===== src/hdl/assert_macros.svh =====
// ----------------------------------------------------------------------------
// assert_macros.svh
// Shared assertion macros. Each check can be compiled out as a group.
// ----------------------------------------------------------------------------
`ifndef ASSERT_MACROS_SVH
`define ASSERT_MACROS_SVH

`ifndef NO_ASSERTIONS

// Same-cycle implication, checked outside reset.
`define ASSERT_IMPLIES(lbl, clk, rst_n, ante, cons, msg) \
	lbl: assert property (@(posedge clk) disable iff (!rst_n) (ante) |-> (cons)) \
		else $error(msg);

// Next-cycle implication, checked outside reset.
`define ASSERT_NEXT(lbl, clk, rst_n, ante, cons, msg) \
	lbl: assert property (@(posedge clk) disable iff (!rst_n) (ante) |=> (cons)) \
		else $error(msg);

`else

`define ASSERT_IMPLIES(lbl, clk, rst_n, ante, cons, msg)
`define ASSERT_NEXT(lbl, clk, rst_n, ante, cons, msg)

`endif

`endif


===== src/hdl/aob_pkg.sv =====
// ----------------------------------------------------------------------------
// aob_pkg
// Types and constants shared by the source-over blend pipeline.
// ----------------------------------------------------------------------------
package aob_pkg;

	localparam int ChanW    = 8;   // one color or alpha channel
	localparam int CovW     = 16;  // combined coverage, up to 255*255
	localparam int NumW     = 24;  // weighted color sum, below 256*coverage
	localparam int NumLanes = 3;   // red, green, blue
	localparam int DivSteps = ChanW; // one quotient bit per stage
	localparam int LaneRed   = 0;
	localparam int LaneGreen = 1;
	localparam int LaneBlue  = 2;

	// x/255 == (x * 0x8081) >> 23 for every 16-bit x
	localparam logic [CovW-1:0] Recip255 = 16'h8081;
	localparam int RecipShift = 23;
	localparam int RecipW     = 2 * CovW;

	localparam logic [ChanW-1:0] ChanMax = 8'hFF;

	typedef struct packed {
		logic [ChanW-1:0] red;
		logic [ChanW-1:0] green;
		logic [ChanW-1:0] blue;
		logic [ChanW-1:0] alpha;
	} pixel_t;

	// Payload carried through the divider stages
	typedef struct packed {
		logic [NumLanes-1:0][NumW-1:0]  rem;
		logic [NumLanes-1:0][ChanW-1:0] quo;
		logic [CovW-1:0]                cov;
		logic [ChanW-1:0]               oa;
		pixel_t                         byp;
		logic                           use_div;
	} div_t;

endpackage


===== src/hdl/aob_div_step.sv =====
// ----------------------------------------------------------------------------
// aob_div_step
// One registered restoring-division step for the three color lanes.
// Divisor is coverage<<7; the partial remainder shifts left each step.
// ----------------------------------------------------------------------------
`include "assert_macros.svh"

module aob_div_step (
	input  logic          clk,
	input  logic          arst_n,
	input  logic          en,
	input  logic          in_valid,
	input  aob_pkg::div_t in_data,
	output logic          out_valid,
	output aob_pkg::div_t out_data
);

	localparam int DivW = aob_pkg::NumW - 1;

	logic [DivW-1:0]          dvs;
	aob_pkg::div_t            nxt;
	logic                     valid_s1;
	aob_pkg::div_t            data_s1;

	assign dvs = {in_data.cov, (DivW - aob_pkg::CovW)'(0)};

	// compare-subtract per lane, shift in one quotient bit
	always_comb begin
		logic                         ge;
		logic [aob_pkg::NumW-1:0]     diff;
		nxt = in_data;
		for (int i = 0; i < aob_pkg::NumLanes; i++) begin
			ge   = in_data.rem[i] >= {1'b0, dvs};
			diff = in_data.rem[i] - {1'b0, dvs};
			if (ge) begin
				nxt.rem[i] = {diff[DivW-1:0], 1'b0};
			end else begin
				nxt.rem[i] = {in_data.rem[i][DivW-1:0], 1'b0};
			end
			nxt.quo[i] = {in_data.quo[i][aob_pkg::ChanW-2:0], ge};
		end
	end

	// stage valid
	always_ff @(posedge clk or negedge arst_n) begin
		if (!arst_n) begin
			valid_s1 <= 1'b0;
		end else if (en) begin
			valid_s1 <= in_valid;
		end
	end

	// stage payload
	always_ff @(posedge clk) begin
		if (en) begin
			data_s1 <= nxt;
		end
	end

	assign out_valid = valid_s1;
	assign out_data  = data_s1;

	// partial remainder stays below twice the divisor
	`ASSERT_IMPLIES(a_rem_red, clk, arst_n, valid_s1 && data_s1.use_div,
		data_s1.rem[aob_pkg::LaneRed] < {data_s1.cov, 8'h00}, "red remainder out of range")
	`ASSERT_IMPLIES(a_rem_green, clk, arst_n, valid_s1 && data_s1.use_div,
		data_s1.rem[aob_pkg::LaneGreen] < {data_s1.cov, 8'h00}, "green remainder out of range")
	`ASSERT_IMPLIES(a_rem_blue, clk, arst_n, valid_s1 && data_s1.use_div,
		data_s1.rem[aob_pkg::LaneBlue] < {data_s1.cov, 8'h00}, "blue remainder out of range")

endmodule


===== src/hdl/alpha_over_blend_unit.sv =====
// Depth: 12 register stages (S1, S2, S3, the divider stages S4..S11, S12) from input to output.
// Throughput: one pixel per cycle unless the output stalls; the quotient is formed
// one bit per stage over eight divider stages, so every stage holds a different pixel.
// A stall at the output freezes the whole pipeline; nothing is lost or repeated.
// Reset clears all stage valid bits; payload registers are not reset.
// ----------------------------------------------------------------------------
// alpha_over_blend_unit
// Source-over compositing of two straight-alpha RGBA8888 pixels.
// ----------------------------------------------------------------------------
`include "assert_macros.svh"

module alpha_over_blend_unit (
	input  logic       clk,
	input  logic       arst_n,
	input  logic       in_valid,
	output logic       in_ready,
	input  logic [7:0] dst_red,
	input  logic [7:0] dst_green,
	input  logic [7:0] dst_blue,
	input  logic [7:0] dst_alpha,
	input  logic [7:0] src_red,
	input  logic [7:0] src_green,
	input  logic [7:0] src_blue,
	input  logic [7:0] src_opacity,
	output logic       out_valid,
	input  logic       out_ready,
	output logic [7:0] out_red,
	output logic [7:0] out_green,
	output logic [7:0] out_blue,
	output logic [7:0] out_alpha
);

	localparam int ChanW = aob_pkg::ChanW;
	localparam int CovW  = aob_pkg::CovW;
	localparam int NumW  = aob_pkg::NumW;
	localparam int Lanes = aob_pkg::NumLanes;

	logic adv;

	logic                                valid_s1, valid_s2, valid_s3, valid_s12;
	aob_pkg::pixel_t                     dst_s1, src_s1;
	logic [CovW-1:0]                     sw_s1, dw_s1;
	logic                                pass_dst_s1, pass_src_s1;

	logic [Lanes-1:0][NumW-1:0]          prod_s_s2, prod_d_s2;
	logic [CovW-1:0]                     cov_s2;
	logic [CovW-1:0]                     cov_s2_d;
	aob_pkg::pixel_t                     byp_s2;
	logic                                use_div_s2;

	aob_pkg::div_t                       div_s3;
	aob_pkg::pixel_t                     pix_s12;

	logic                                div_vld [0:aob_pkg::DivSteps];
	aob_pkg::div_t                       div_data [0:aob_pkg::DivSteps];

	// whole pipeline moves unless the output holds an untaken result
	assign adv      = !valid_s12 || out_ready;
	assign in_ready = adv;

	// stage valid bits
	always_ff @(posedge clk or negedge arst_n) begin
		if (!arst_n) begin
			valid_s1  <= 1'b0;
			valid_s2  <= 1'b0;
			valid_s3  <= 1'b0;
			valid_s12 <= 1'b0;
		end else if (adv) begin
			valid_s1  <= in_valid;
			valid_s2  <= valid_s1;
			valid_s3  <= valid_s2;
			valid_s12 <= div_vld[aob_pkg::DivSteps];
		end
	end

	// S1: weights sa*255 and da*(255-sa), special-case flags
	always_ff @(posedge clk) begin
		if (adv) begin
			dst_s1      <= '{red: dst_red, green: dst_green, blue: dst_blue, alpha: dst_alpha};
			src_s1      <= '{red: src_red, green: src_green, blue: src_blue, alpha: src_opacity};
			sw_s1       <= {src_opacity, 8'h00} - {8'h00, src_opacity};
			dw_s1       <= CovW'(dst_alpha) * CovW'(aob_pkg::ChanMax - src_opacity);
			pass_dst_s1 <= src_opacity == '0;
			pass_src_s1 <= src_opacity == aob_pkg::ChanMax;
		end
	end

	// S2: per-lane products, coverage, bypass pixel
	always_comb begin
		logic [CovW:0] cov_w;
		cov_w = {1'b0, sw_s1} + {1'b0, dw_s1};
		cov_s2_d = cov_w[CovW-1:0];
	end

	always_ff @(posedge clk) begin
		if (adv) begin
			prod_s_s2[aob_pkg::LaneRed]   <= NumW'(src_s1.red)   * NumW'(sw_s1);
			prod_s_s2[aob_pkg::LaneGreen] <= NumW'(src_s1.green) * NumW'(sw_s1);
			prod_s_s2[aob_pkg::LaneBlue]  <= NumW'(src_s1.blue)  * NumW'(sw_s1);
			prod_d_s2[aob_pkg::LaneRed]   <= NumW'(dst_s1.red)   * NumW'(dw_s1);
			prod_d_s2[aob_pkg::LaneGreen] <= NumW'(dst_s1.green) * NumW'(dw_s1);
			prod_d_s2[aob_pkg::LaneBlue]  <= NumW'(dst_s1.blue)  * NumW'(dw_s1);
			cov_s2     <= cov_s2_d;
			use_div_s2 <= !pass_dst_s1 && !pass_src_s1 && (cov_s2_d != '0);
			priority if (pass_dst_s1) begin
				byp_s2 <= dst_s1;
			end else if (pass_src_s1) begin
				byp_s2 <= src_s1;
			end else begin
				byp_s2 <= '0;
			end
		end
	end

	// S3: numerators and output alpha (coverage / 255 by reciprocal)
	always_ff @(posedge clk) begin
		logic [NumW:0]        num_w;
		logic [aob_pkg::RecipW-1:0] oa_w;
		if (adv) begin
			for (int i = 0; i < Lanes; i++) begin
				num_w = {1'b0, prod_s_s2[i]} + {1'b0, prod_d_s2[i]};
				div_s3.rem[i] <= num_w[NumW-1:0];
				div_s3.quo[i] <= '0;
			end
			oa_w = aob_pkg::RecipW'(cov_s2) * aob_pkg::RecipW'(aob_pkg::Recip255);
			div_s3.oa      <= oa_w[aob_pkg::RecipShift +: ChanW];
			div_s3.cov     <= cov_s2;
			div_s3.byp     <= byp_s2;
			div_s3.use_div <= use_div_s2;
		end
	end

	// S4..S11: one quotient bit per stage
	assign div_vld[0]  = valid_s3;
	assign div_data[0] = div_s3;

	for (genvar g = 0; g < aob_pkg::DivSteps; g++) begin : g_div
		aob_div_step u_step (
			.clk       (clk),
			.arst_n    (arst_n),
			.en        (adv),
			.in_valid  (div_vld[g]),
			.in_data   (div_data[g]),
			.out_valid (div_vld[g+1]),
			.out_data  (div_data[g+1])
		);
	end

	// S12: select blended or bypass pixel into the output register
	always_ff @(posedge clk) begin
		if (adv) begin
			if (div_data[aob_pkg::DivSteps].use_div) begin
				pix_s12 <= '{
					red:   div_data[aob_pkg::DivSteps].quo[aob_pkg::LaneRed],
					green: div_data[aob_pkg::DivSteps].quo[aob_pkg::LaneGreen],
					blue:  div_data[aob_pkg::DivSteps].quo[aob_pkg::LaneBlue],
					alpha: div_data[aob_pkg::DivSteps].oa
				};
			end else begin
				pix_s12 <= div_data[aob_pkg::DivSteps].byp;
			end
		end
	end

	assign out_valid = valid_s12;
	assign out_red   = pix_s12.red;
	assign out_green = pix_s12.green;
	assign out_blue  = pix_s12.blue;
	assign out_alpha = pix_s12.alpha;

	// an input transfer always lands in the first stage
	`ASSERT_NEXT(a_load_s1, clk, arst_n, in_valid && in_ready, valid_s1,
		"input transfer did not reach stage 1")
	// an idle advancing cycle leaves a bubble, never a stale item
	`ASSERT_NEXT(a_bubble_s1, clk, arst_n, !in_valid && in_ready, !valid_s1,
		"stage 1 valid without an input transfer")
	// the divider never sees a zero divisor
	`ASSERT_IMPLIES(a_cov_nonzero, clk, arst_n, valid_s2 && use_div_s2, cov_s2 != '0,
		"blend path selected with zero coverage")

endmodule

===== config.mk =====
export PLATFORM = sky130hd
export DESIGN_NAME = alpha_over_blend_unit
export DESIGN_NICKNAME = d
export VERILOG_FILES = /design/src/hdl/aob_pkg.sv /design/src/hdl/aob_div_step.sv /design/src/hdl/alpha_over_blend_unit.sv
export VERILOG_INCLUDE_DIRS = /design/src /design/src/hdl
export SDC_FILE = /design/constraint.sdc
export NUM_CORES = 2
export LEC_CHECK = 0
export BUFFER_PORTS_ARGS = -buffer_cell sky130_fd_sc_hd__buf_2
export CAP_MARGIN = 20
export CORE_MARGIN = 2
export CORE_UTILIZATION = 25
export DETAILED_ROUTE_END_ITERATION = 7
export SLEW_MARGIN = 20
export SYNTH_ARGS = -nofsm -noshare
export SYNTH_HDL_FRONTEND = slang
export SYNTH_SLANG_ARGS = --single-unit

===== constraint.sdc =====
create_clock -name clk -period 135.6 [get_ports clk]
set_input_delay 27.12 -clock clk [delete_from_list [all_inputs] [get_ports clk]]
set_output_delay 27.12 -clock clk [all_outputs]
set_load 0.005 [all_outputs]

[After elaboration in Yosys (flattened, before gate mapping)]
Cells that the tools add are included.
Storage, ports and cells
  register bits: 1516
  input port bits: 68
  output and inout bits: 34
  logic and storage cells: 242
Operators by class
  add/subtract/negate cells: 27
  multipliers: 8
  order comparisons: 24
  equality and inequality tests: 1
  mux-type cells: 24
  reductions and logical operators: 8
Operator list (count)
  24-bit by 23-bit >= comparator with 1-bit output: 24
  24-bit two-way mux: 21
  23-bit subtractor: 21
  8-bit by 16-bit multiplier with 24-bit output: 6
  32-bit two-way mux: 3
  24-bit adder: 3
  16-bit by 16-bit multiplier with 31-bit output (second input constant): 1
  16-bit adder: 1
  9-bit by 9-bit multiplier with 16-bit output: 1
  16-bit nonzero test: 1
  16-bit by 8-bit subtractor with 16-bit output: 1
  8-bit by 8-bit subtractor with 9-bit output (first input constant): 1
  8-bit == test (second input constant): 1
  8-bit zero test: 1
  1-bit zero test: 3
  1-bit logical AND: 2
  1-bit logical OR: 1

[Depth between registers and ports, before layout]
  word-level depth: 3
  depth in mapped cells: 21
  depth with buffers taken out: 21

[Cells and area by module]
A second synthesis with hierarchy kept.
Second synthesis, totals
  cell total of the unflattened synthesis: 8866
  area total of the unflattened synthesis: 106672.3 sq um
Modules (own cells, without submodules)
  alpha_over_blend_unit: times used 1, cells each 4358, area each 46064.2 sq um, sequential area each 13643.1 sq um
  aob_div_step (g_div[0].u_step ...): times used 6, cells each 561, area each 7584.8 sq um, sequential area each 4529.3 sq um
  aob_div_step (g_div[7].u_step): times used 1, cells each 581, area each 7596.0 sq um, sequential area each 4529.3 sq um
  aob_div_step (g_div[6].u_step): times used 1, cells each 561, area each 7503.4 sq um, sequential area each 4529.3 sq um

[Worst setup path after synthesis]
No wires, ideal clock.
  path kind: in2out
  start: input port out_ready
  end: output port in_ready
  arrival: 54.640 ns
  required time: 108.480 ns
  slack: 53.840 ns
  stages on the path: 3
  buffers on the path: 1
  cells stage by stage: nor2b_1 > clkbuf_1 > inv_1
On the way
  longest elaborated chain between the ends: 1
RTL lines
  start, declared: RTL line alpha_over_blend_unit.sv:26  | input logic out_ready,
  1-bit logical OR: RTL line alpha_over_blend_unit.sv:58  | assign adv = !valid_s12 || out_ready;
  end, declared: RTL line alpha_over_blend_unit.sv:16  | output logic in_ready,
No other way between the ends.

[Worst setup path in the final report]
Same ends and word-level chain as after synthesis.

==> results.ini <==
[yosys]
yosysMostFrequentCell=edfxtp_1
ys_top_cells_by_area=edfxtp_1 45%, fa_1 12%, ha_1 11%
synth_common_cells=1419 x edfxtp_1, 968 x inv_1, 836 x ha_1
ys_seq_area_frac=0.450
synth_fp_nets=9576
synth_seq_cells=1431
ys.warnings.count=0
yosysTopAreaCellShare=0.446
synth.distinct_cells=90
yosys_most_used_dff=edfxtp_1
syn_inst=8106
synth_edf_count=1419
yosys.area.top_type=edfxtp_1
avgSynthCellArea_um2=11.8
syn_area_um2=95400
synthArstFlopShare=0.00839

[placement]
numPortBuffers=101
hpwlAfterDp_um=171000
gp_congestion=0.853

[sta]
whs_ns=0.368
worst_pin_slew_ns=1.08
finalMaxSlewViolations=0
fmax_mhz=18.2
hold_violations=0
setup_viol=0
relSlewSlack=0.279
fin_crit_ns=55.01
finalCritPeriodShare=0.406
finClkSkew_ns=0.0819
totalNegativeSetupSlack_ns=0
rsz0062_at_grt=false

[flow_run]
maxCapViolCount=0

[global_route]
grt_pass1_vias=58300
grt_pass1_wl_um=352000
grt_use_total=0.116
overflow=0
grt_max_degree=183
antenna_found_initial=11

[cts]
h-tree-depth=4
clkTransAtPathRegs_ns=0.06
insertion_delay_ns=0.89
ctsResizeCount=0
cts_inserted_buffers=171
cts_tree=built
cts-root-buf=clkbuf_16
clockBufferDepth=4
cts.sinks=1431
cts_hold_buf=0
cts_setup_buffers=0

[detailed_routing]
first_pass_iters=5
wl_per_cell_um=17.0
vias=59200
drt_iter0_markers=3969
route.detailed.drc=0
ant_nets=0
routed_wl_um=228000
viasPerCell=4.42

[critical_path]
cp_cell_sequence=buf_2, nor2b_1, buf_4, inv_8, buf_2
rrSetupSlack_ns=129.58
critPathKind=input pin to output pin
critPathRequiredTime_ns=108.48
startpoint_type=input pin
slowest_stage=buf_4
cpPeakStageDelay_ns=0.24
path_common_cell=buf_2
arrival_ns=27.89
end_kind=output pin
crit_fanout=13

[die]
coreArea_um2=379000
start_util=0.252
die_h_um=622
die_w_um=622
die_area_um2=387000
rows=226
pin_count=102

[layout]
fill_cells=39000
fin_util=0.284
final_nets=9738
area_growth_pct=13.0
drive_gt1_frac=0.0863

[min_path]
hold_class=flop to flop

[run_status]
status=complete, no violations

-- final timing paths --
kind,start,to,cells after the start
worst min-delay path,g_div[6].u_step.out_data[76],g_div[7].u_step.out_data[77],0
worst max register to register,dst_s1[26],prod_d_s2[20],17
max in group asynchronous,arst_n,g_div[3].u_step.out_valid,1
min in group asynchronous,arst_n,g_div[6].u_step.out_valid,1
worst max-delay path,out_ready,in_ready,5
worst min register to register,g_div[6].u_step.out_data[76],g_div[7].u_step.out_data[77],0
-- cells in the final DEF, fill, tap and decap left out, drive strengths merged, types with 17 or more instances in the layout --
master	n
or3	47
mux2	246
ha	836
edfxtp	1419
o21bai	38
a31oi	42
xor2	147
nand2b	76
nor3	111
mux2i	34
a211o	20
o21a	86
nor2b	130
a21o	138
or2	26
fa	566
nand3	88
nand4	44
nor2	383
o41ai	17
nand2	424
a21boi	43
clkbuf	195
o211ai	24
buf	168
inv	979
clkinv	65
o31ai	19
o21ai	283
and2	649
a211oi	50
nor4	24
and3	41
a21oi	372
bufinv	17
xnor2	298
-- cell type report --
cell class | instances | area (µm²) | share of cell area
diodes | 5 | 12.5 | 0.000116
clock buffers | 195 | 4430 | 0.0411
clock inverters | 108 | 1170 | 0.0109
inverters | 968 | 3640 | 0.0338
multi-input cells | 5528 | 48300 | 0.448
flip-flops and latches | 1431 | 42900 | 0.398
well taps | 5016 | 6280 | 0.0582
repair buffers | 168 | 1050 | 0.00977
-- cells by family (layout without fill, tap and decap cells) --
kind of cell             after synthesis  in the layout  share of synthesized area
AO/OA/AOI/OAI                       1281           1281                     0.0863
other                                  0              5                          0
adder cells (fa/ha/maj)             1402           1402                      0.228
AND/OR/NAND/NOR                     2120           2120                      0.117
multiplexers                         280            280                     0.0326
buffers and inverters               1147           1439                     0.0454
XOR/XNOR                             445            445                     0.0408
flip-flops                          1431           1431                      0.450
-- worst max-delay path: cells and delay by family --
family        cells  cell delay, ns
buf+inv           4            0.64
simple gates      1            0.10
-- per-layer routing --
| layer | GRT usage | vias to the layer above | part of all wire |
|---|---|---|---|
| met5 | 0 | - | 0 |
| met4 | 0.0381 | 0 | 0.034 |
| met3 | 0.0151 | 336 | 0.046 |
| met2 | 0.182 | 1361 | 0.44 |
| met1 | 0.165 | 28800 | 0.48 |
| li1 | - | 28700 | - |
-- metrics by stage --
| step | cells | setup WS [ns] | instance area, µm² |
|---|---|---|---|
| 6_report | 13400 | 80.59 | 108000 |
| 2_1_floorplan | 8106 | 53.84 | 95400 |
| 3_3_place_gp | 13100 | 80.59 | 102000 |
| 3_5_place_dp | 13100 | 80.60 | 102000 |
| 5_1_grt | 13400 | 80.52 | 108000 |
| 4_1_cts | 13400 | 80.58 | 108000 |
-- registers in the layout, summed over array words and instances, names as in the netlist, 32 cells and up --
name	cells
g_div.u_step.out_data	968
dst_s1	32
div_data	129
byp_s2	32
src_s1	32
prod_s_s2	72
prod_d_s2	72
Power is not shown: default switching activity piles up to over one toggle a cycle in this logic, so the estimate is an artifact.
